$ cat src/hw/rtl/heq_pkg.sv
`timescale 1ns / 1ps
package heq_pkg;

    localparam int unsigned MAX_PIXELS  = 4194304;
    localparam int unsigned GRAY_LEVELS = 256;
    localparam int unsigned LEVEL_TOP   = GRAY_LEVELS - 1;

    localparam int unsigned PIX_W = 8;
    localparam int unsigned LVL_W = $clog2(GRAY_LEVELS);
    localparam int unsigned CNT_W = $clog2(MAX_PIXELS + 1);
    localparam int unsigned DEN_W = CNT_W + 1;
    localparam int unsigned Q_W   = $clog2(GRAY_LEVELS);

    localparam longint unsigned NUM_MAX =
        longint'(2) * longint'(LEVEL_TOP) * longint'(MAX_PIXELS) + longint'(MAX_PIXELS);
    localparam int unsigned NUM_W = $clog2(NUM_MAX + 1);

    localparam int unsigned QDEPTH = 4;
    localparam int unsigned QPTR_W = $clog2(QDEPTH);

    localparam logic FUNC_COUNT = 1'b0;
    localparam logic FUNC_MAP   = 1'b1;

    typedef struct packed {
        logic             func;
        logic [PIX_W-1:0] pixel;
        logic             first;
        logic             last;
    } t_in_word;

    typedef struct packed {
        logic [PIX_W-1:0] mapped_pixel;
        logic             overflow;
    } t_out_word;

    typedef struct packed {
        logic             is_map;
        logic [LVL_W-1:0] lvl;
        logic             first;
        logic             last;
    } t_cmd;

    function automatic logic [LVL_W-1:0] level_of(input logic [PIX_W-1:0] pix);
        logic [LVL_W-1:0] lvl;
        if (32'(pix) > LEVEL_TOP) begin
            lvl = LVL_W'(LEVEL_TOP);
        end else begin
            lvl = LVL_W'(pix);
        end
        return lvl;
    endfunction

endpackage

$ cat src/hw/rtl/heq_front.sv
`timescale 1ns / 1ps
module heq_front (
    input  logic                i_clk,
    input  logic                i_rst_n,
    input  logic                i_in_valid,
    output logic                o_in_ready,
    input  heq_pkg::t_in_word   i_in_word,
    output logic                o_cmd_valid,
    input  logic                i_cmd_pop,
    output heq_pkg::t_cmd       o_cmd
);

    heq_pkg::t_cmd                r_mem [heq_pkg::QDEPTH];
    logic [heq_pkg::QPTR_W-1:0]   r_wr_ptr;
    logic [heq_pkg::QPTR_W-1:0]   r_rd_ptr;
    logic [heq_pkg::QPTR_W:0]     r_count;

    heq_pkg::t_cmd                cmd_in;
    logic                         push;

    always_comb begin
        cmd_in.is_map = (i_in_word.func == heq_pkg::FUNC_MAP);
        cmd_in.lvl    = heq_pkg::level_of(i_in_word.pixel);
        cmd_in.first  = !cmd_in.is_map && i_in_word.first;
        cmd_in.last   = !cmd_in.is_map && i_in_word.last;
    end

    assign o_in_ready  = (r_count != (heq_pkg::QPTR_W + 1)'(heq_pkg::QDEPTH));
    assign push        = i_in_valid && o_in_ready;
    assign o_cmd_valid = (r_count != '0);
    assign o_cmd       = r_mem[r_rd_ptr];

    always_ff @(posedge i_clk) begin
        if (push) begin
            r_mem[r_wr_ptr] <= cmd_in;
        end
    end

    always_ff @(posedge i_clk) begin
        if (!i_rst_n) begin
            r_wr_ptr <= '0;
            r_rd_ptr <= '0;
            r_count  <= '0;
        end else begin
            if (push) begin
                r_wr_ptr <= r_wr_ptr + heq_pkg::QPTR_W'(1);
            end
            if (i_cmd_pop) begin
                r_rd_ptr <= r_rd_ptr + heq_pkg::QPTR_W'(1);
            end
            if (push && !i_cmd_pop) begin
                r_count <= r_count + (heq_pkg::QPTR_W + 1)'(1);
            end else if (!push && i_cmd_pop) begin
                r_count <= r_count - (heq_pkg::QPTR_W + 1)'(1);
            end
        end
    end

endmodule

$ cat config.mk
export PLATFORM = sky130hd
export DESIGN_NAME = heq_front
export DESIGN_NICKNAME = d
export VERILOG_FILES = /design/src/hw/rtl/heq_pkg.sv /design/src/hw/rtl/heq_front.sv
export SDC_FILE = /design/constraint.sdc
export NUM_CORES = 1
export LEC_CHECK = 0
export ABC_AREA = 0
export BUFFER_PORTS_ARGS = -buffer_cell sky130_fd_sc_hd__buf_2
export CORE_AREA = 8 8 86 88
export CTS_BUF_LIST = sky130_fd_sc_hd__clkbuf_8
export DETAILED_ROUTE_END_ITERATION = 10
export DIE_AREA = 0 0 94 96
export GPL_ROUTABILITY_DRIVEN = 0
export SETUP_SLACK_MARGIN = 0.02
export SLEW_MARGIN = 20
export SYNTH_ARGS = -nofsm -noshare
export SYNTH_HDL_FRONTEND = slang
export SYNTH_SLANG_ARGS = --single-unit
$ cat constraint.sdc
create_clock -name i_clk -period 2.05 [get_ports i_clk]
set_input_delay 0.615 -clock i_clk [delete_from_list [all_inputs] [get_ports i_clk]]
set_output_delay 0.615 -clock i_clk [all_outputs]
set_load 0.01 [all_outputs]
# ---- Yosys cells after proc, flatten, opt, wreduce, memory -nomap -nowiden
# Memories as Yosys holds them, arrays and structs flattened. A register that Yosys moved wholly into a read port is not among the register bits.
# Index checks and enable logic that the tools add are counted.
# W data, S select, Z words.
dict set report word_totals {
  register_bits 7
  mem_bits_rw 44
  inputBits 15
  out_inout_bits 13
  n_memories 1
}
dict set report op_classes {
  add_sub_neg 4
  n_eq_ne 1
  n_mux 6
  reduce_logical 10
}
# memory words width rd rd_ports_with_merged_regs wr line
set mem_list {}
lappend mem_list {r_mem 4 11 1 1 1 heq_front.sv:13} ;# heq_pkg::t_cmd r_mem [heq_pkg::QDEPTH];
# op count
set op_table {}
lappend op_table {{$mux W3} 2}
lappend op_table {{$logic_and A1 B1 Y1} 5}
lappend op_table {{$add A2 B1 Y2 const B} 2}
lappend op_table {{$mux W2} 2}
lappend op_table {{$add A3 B1 Y3 const B} 1}
lappend op_table {{$logic_not A1 Y1} 3}
lappend op_table {{$ne A3 B3 Y1 const B} 1}
lappend op_table {{$reduce_bool A3 Y1} 1}
lappend op_table {{$sub A3 B1 Y3 const B} 1}
lappend op_table {{$mux W1} 2}
lappend op_table {{$reduce_bool A2 Y1} 1}

# ---- Depth between registers and ports, before layout
# Gate-level depths: netlist of the first run.
dict set report depth {
  word_depth 6
  mapped_depth 8
  mapped_depth_nobuf 8
}

# ---- Worst setup path after synthesis of the first run
# No wires, ideal clock.
dict set report synth_path {
  path_type {in2reg}
  startpoint {input port i_in_valid}
  endpoint {register r_count[2] (netlist bit)}
  setup_time_ns 0.070
  t_arrival_ns 2.066
  required_time_ns 1.980
  slack_ns -0.086
  path_stages 7
  path_buffers 0
  path_cell_list {a21boi_2 > ha_1 > inv_1 > fa_1 > xor2_1 > or3_1 > a21boi_1}
}
dict set report synth_between {
  elab_chain_cells 4
}
# element line
set synth_lines {}
lappend synth_lines {{start: declaration} heq_front.sv:5} ;# input logic i_in_valid,
lappend synth_lines {{$logic_and A1 B1 Y1 (*)} heq_front.sv:29} ;# assign push = i_in_valid && o_in_ready;
lappend synth_lines {{$logic_not A1 Y1} heq_front.sv:53} ;# end else if (!push && i_cmd_pop) begin
lappend synth_lines {{$logic_and A1 B1 Y1} heq_front.sv:53}
lappend synth_lines {{$reduce_bool A2 Y1 (no line)} --}
lappend synth_lines {{end signal: assignment} heq_front.sv:52} ;# r_count <= r_count + (heq_pkg::QPTR_W + 1)'(1);
lappend synth_lines {{end signal: assignment} heq_front.sv:54} ;# r_count <= r_count - (heq_pkg::QPTR_W + 1)'(1);
lappend synth_lines {{end: declaration} heq_front.sv:16} ;# logic [heq_pkg::QPTR_W:0] r_count;
# Every way passes the cells marked *; elsewhere a longest branch is shown, timed or not.
# A chain may end at the register's enable or synchronous reset.

==> metrics.yaml, run 1 <==
logic_synthesis:
  synth_edf_count: 44
  synth_area_per_cell_sq_um: 19.3
  yosysWarnings: 0
  synth_cells: 107
  synth_ff_type: "edfxtp_1"
  async_flop_share: 0
  synthesis.area_sq_mm: 0.00207
  netlist-cell-type-count: 21
  ys_seq_area_frac: 0.726
  synthesis.nets: 128
  synth_seq_cells: 53
sta:
  max_slew_margin: 0.835
  period_share: 1.02
  worst_slack_ps: -40.3
  finalSetupViolations: 10
  hold_violations: 0
  setup-tns-final_ps: -301
  rsz0062_at_grt: "true"
  clock-skew-final_ps: 9.43
  tightest_slew_ps: 247
  max_freq_mhz: 478
  slew_viol_final: 0
  period_needed_ps: 2090
detailed_routing:
  drt-wirelength-per-cell_microns: 16.1
  routed-via-count: 1030
  wl_microns: 3620
  drt-vias-per-instance: 4.58
  ant_nets: 0
  drt_iter0_drc: 56
  dr.pass1.iters: 4
  drc_errors: 0
setup_path:
  cp_max_fo: 6
  cp.required_ps: 1430
  cp.arrival_ps: 1480
  cp-end-kind: "output pin"
  critPathKind: "flop to output pin"
  startpoint_type: "flop"
power_and_ir_drop:
  p_per_area_mw_per_mm2: 971
  peakVddDrop_mv: 0.472
  leakage_uw: 0.000911
  p_total_uw: 2450
clock_network:
  numCtsBuffers: 5
  clock_tree.root_cell: "clkbuf_8"
  cts_resized: 12
  clk_pin_slew_ps: 90
  post-cts-setup-buffers: 0
  cts.sinks: 53
  clockBufferDepth: 2
  hold_buffers: 0
  cts_tree: "done"
  htreeDepth: 2
  clk_latency_ps: 310
finish:
  antennaDiodeCount: 0
  syn_to_final_growth_pct: 22.1
  drive_gt1_frac: 0.405
  stdcell_area_sq_mm: 0.00252
  postLayoutCoreUtil: 0.414
  nets: 168
  nFillCells: 570
global_routing:
  grt_pass1_vias: 1128
  gr-total-overflow: 0
  grt_start_max_net_pins: 18
  grt_pass1_wl_microns: 5700
  grt_usage: 0.0872
  antenna_found_initial: 0
outcome:
  status: "finished with violations"
  failed_checks: "setup timing"
floorplan:
  coreArea_sq_mm: 0.00610
  die_x_microns: 94
  ioPinCount: 28
  start_util: 0.339
  rows: 29
  dieArea_sq_mm: 0.00902
  die_h_microns: 96
worst_hold_path:
  min_path_type: "flop to flop"
placed_design:
  hpwl_microns: 2590
  dpl-instance-area_sq_mm: 0.00236
  io_buffer_count: 27
job:
  maxCapViolations: 0
## flip-flops by register name (all words and copies together) (netlist names), named ones only
register  cells
r_count       3
r_mem        44
r_rd_ptr      2
r_wr_ptr      2
## routing by layer
layer	track usage	share of wire	vias to the layer above
met5	0	0	-
met4	0.0357	0.013	0
met3	0.0367	0.072	4
met2	0.152	0.53	30
met1	0.0916	0.39	510
li1	-	-	486
## cell usage in the layout, fill, tap and decap left out, drive strengths merged
| master | count |
|---|---|
| dfxtp | 9 |
| clkinv | 3 |
| fa | 1 |
| mux2i | 3 |
| edfxtp | 44 |
| inv | 4 |
| and2 | 8 |
| xnor2 | 2 |
| nor2 | 1 |
| xor2 | 2 |
| mux4 | 11 |
| nand2 | 6 |
| nor2b | 3 |
| clkbuf | 5 |
| ha | 5 |
| a21boi | 2 |
| buf | 36 |
| or3 | 2 |
| o21ai | 1 |
## path summary, 6_finish.rpt
kind,startpoint,depth (start not counted),to,slack (ps)
worst max-delay path,flop,3,o_cmd[4],-40
worst min-delay path,r_wr_ptr[1],2,r_wr_ptr[1],520
worst max register to register,r_count[0],8,r_count[2],140
worst min register to register,r_wr_ptr[1],2,r_wr_ptr[1],520
## cells in the mapped netlist, drive strengths merged, types with 2 or more instances
master	instances	area share
edfxtp	44	0.64
mux4	11	0.12
dfxtp	9	0.087
and2	8	0.024
nand2	6	0.011
ha	5	0.030
inv	4	0.0073
mux2i	3	0.015
nor2b	3	0.0091
a21boi	2	0.0091
buf	2	0.0079
or3	2	0.0061
xnor2	2	0.0085
xor2	2	0.0085
## through the flow
| stage | hold WS [ps] | cells | setup WS [ps] |
|---|---|---|---|
| 2_1_floorplan | 468 | 107 | 25.1 |
| 3_3_place_gp | 477 | 217 | 27.7 |
| 3_5_place_dp | 513 | 217 | -76.9 |
| 4_1_cts | 514 | 225 | -70.4 |
| 5_1_grt | 498 | 225 | -116 |
| 6_report | 520 | 225 | -40.3 |
## cells by family after synthesis
family,share of synthesized area
flip-flops,0.726
AND/OR/NAND/NOR,0.0521
multiplexers,0.136
buffers and inverters,0.0169
adder cells (fa/ha/maj),0.0400
XOR/XNOR,0.0170
AO/OA/AOI/OAI,0.0115
## layout make-up
class,instances,area (sq um),share of cell area
clock buffer,5,68.8,0.0273
clock inverter,3,22.5,0.00892
inverter,4,15.0,0.00595
multi-input combinational,47,543,0.215
sequential,53,1510,0.597
tap,77,96.3,0.0382
timing repair buffer,36,270,0.107
## worst max-delay path: stages (launching register included)
cell and delay, ps:
dfxtp_4 380, buf_8 140, mux4_2 520, buf_6 140
## report_power, final
| group | internal (uW) | switching [uW] |
|---|---|---|
| logic | 275 | 251 |
| registers | 1290 | 59.3 |
| clock network | 242 | 330 |
| total | 1810 | 641 |
(Power assumes the default switching activity.)
==> run 2: changes to the inputs <==
--- a/config.mk
+++ b/config.mk
@@ -12,6 +12,7 @@
 export DETAILED_ROUTE_END_ITERATION = 10
 export DIE_AREA = 0 0 94 96
 export GPL_ROUTABILITY_DRIVEN = 0
+export GPL_TIMING_DRIVEN = 0
 export SETUP_SLACK_MARGIN = 0.02
 export SLEW_MARGIN = 20
 export SYNTH_ARGS = -nofsm -noshare
==> metrics.yaml, run 2 (synthesis results as in run 1) <==
outcome:
  status: "finished with violations"
  failed_checks: "setup timing"
finish:
  drive_gt1_frac: 0.382
  postLayoutCoreUtil: 0.410
  layout_commonest_cell: "edfxtp_1"
  stdcell_area_sq_mm: 0.00250
  syn_to_final_growth_pct: 20.8
  top_regs: "r_mem: 44 flops, r_count: 3 flops"
  largest_register: "r_mem"
  multi_input_area_sq_um: 539
  seq_area_sq_mm: 0.00151
  stdcell_count: 221
  nets: 164
  antennaDiodeCount: 0
  largest_reg_flops: 44
  layout_common_cells: "44 x edfxtp_1, 19 x buf_2, 11 x mux4_2, 8 x and2_1, 8 x buf_6"
  nFillCells: 556
worst_hold_path:
  min_to: "r_wr_ptr[1]"
  hold_depth: 2
  min_path_type: "flop to flop"
  min_from: "r_wr_ptr[1]"
global_routing:
  grt_pass1_wl_microns: 5790
  grt_usage: 0.0871
  grt_start_max_net_pins: 19
  grt_pass1_vias: 1176
  gr-total-overflow: 0
  antenna_found_initial: 0
job:
  maxCapViolations: 0
detailed_routing:
  wl_microns: 3660
  dr.pass1.iters: 4
  drt-vias-per-instance: 4.65
  drc_errors: 0
  drt_iter0_drc: 65
  routed-via-count: 1028
  ant_nets: 0
  drt-wirelength-per-cell_microns: 16.5
clock_network:
  numCtsBuffers: 5
  hold_buffers: 0
  clk_latency_ps: 310
  clk_pin_slew_ps: 90
  clock_tree.root_cell: "clkbuf_8"
  cts_tree: "done"
  htreeDepth: 2
  cts.sinks: 53
  clockBufferDepth: 2
placed_design:
  pre_cts_ws_ps: -185
  dpl-instance-area_sq_mm: 0.00231
  io_buffer_count: 26
  hpwl_microns: 2510
  dp_cells: 210
floorplan:
  die_h_microns: 96
  rows: 29
  coreArea_sq_mm: 0.00610
  ioPinCount: 28
  dieArea_sq_mm: 0.00902
  start_util: 0.339
  die_x_microns: 94
setup_path:
  cp-end-kind: "output pin"
  reg2reg_depth: 8
  cp_max_fo: 5
  cp.arrival_ps: 1510
  rrSetupSlack_ps: 170
  critPathKind: "flop to output pin"
  r2r-end: "r_count[2]"
  startpoint_type: "flop"
  cp.required_ps: 1430
  r2r-start: "r_count[1]"
power_and_ir_drop:
  peakVddDrop_mv: 0.455
  p_per_area_mw_per_mm2: 981
  p_total_uw: 2450
  leakage_uw: 0.000884
sta:
  period_share: 1.04
  clock-skew-final_ps: 9.13
  tightest_slew_ps: 618
  finalSetupViolations: 11
  max_freq_mhz: 470
  max_slew_margin: 0.588
  worst_slack_ps: -77.9
  period_needed_ps: 2130
  rsz0062_at_grt: "true"
  hold_violations: 0
  slew_viol_final: 0
-- run 2: repair_timing --
item,4_1_cts,5_1_grt
resized for setup,11,3
setup endpoints to repair,12,11
endpoints found under the hold margin,0,0
gates cloned,1,0
buffers inserted,1,1
pin swaps,1,0
-- run 2: per-layer routing --
layer,vias to the layer above,track usage,routed length [microns]
met3,7,0.0281,235
met4,0,0.0476,76
met2,24,0.147,1820
met1,523,0.0962,1520
met5,-,0,0
li1,474,-,-
-- run 2: how the worst max path moves through the flow --
| stage | endpoint | cells past startpoint |
|---|---|---|
| 4_1_cts | o_cmd[1] | 3 |
| 6_report | o_cmd[1] | 3 |
| 3_3_place_gp | r_count[2] | 8 |
| 5_1_grt | o_cmd[1] | 3 |
| 2_1_floorplan | r_count[2] | 7 |
| 3_5_place_dp | r_count[2] | 8 |
-- run 2: power by group --
part	internal [uW]	leakage [uW]	switching [uW]
registers	1290	0.000480	60.4
clock network	247	0.0000447	345
logic	263	0.000359	242
-- run 2: layout make-up --
type,count,share of cell area
plain buffers,3,0.00952
inverters,4,0.00601
well taps,77,0.0386
repair buffers,29,0.0892
clock inverters,3,0.0100
flip-flops and latches,53,0.603
multi-input cells,47,0.216
clock buffers,5,0.0276
-- run 2: through the flow --
step	TNS [ps]	hold WS (ps)
5_1_grt	-1230	502
2_1_floorplan	0	468
3_5_place_dp	-185	492
4_1_cts	-922	505
3_3_place_gp	-119	474
6_report	-564	503
-- run 2: worst max-delay path, stage by stage (launching register included) --
cell,delay (ps)
dfxtp_4,400
buf_8,140
mux4_2,520
buf_6,140
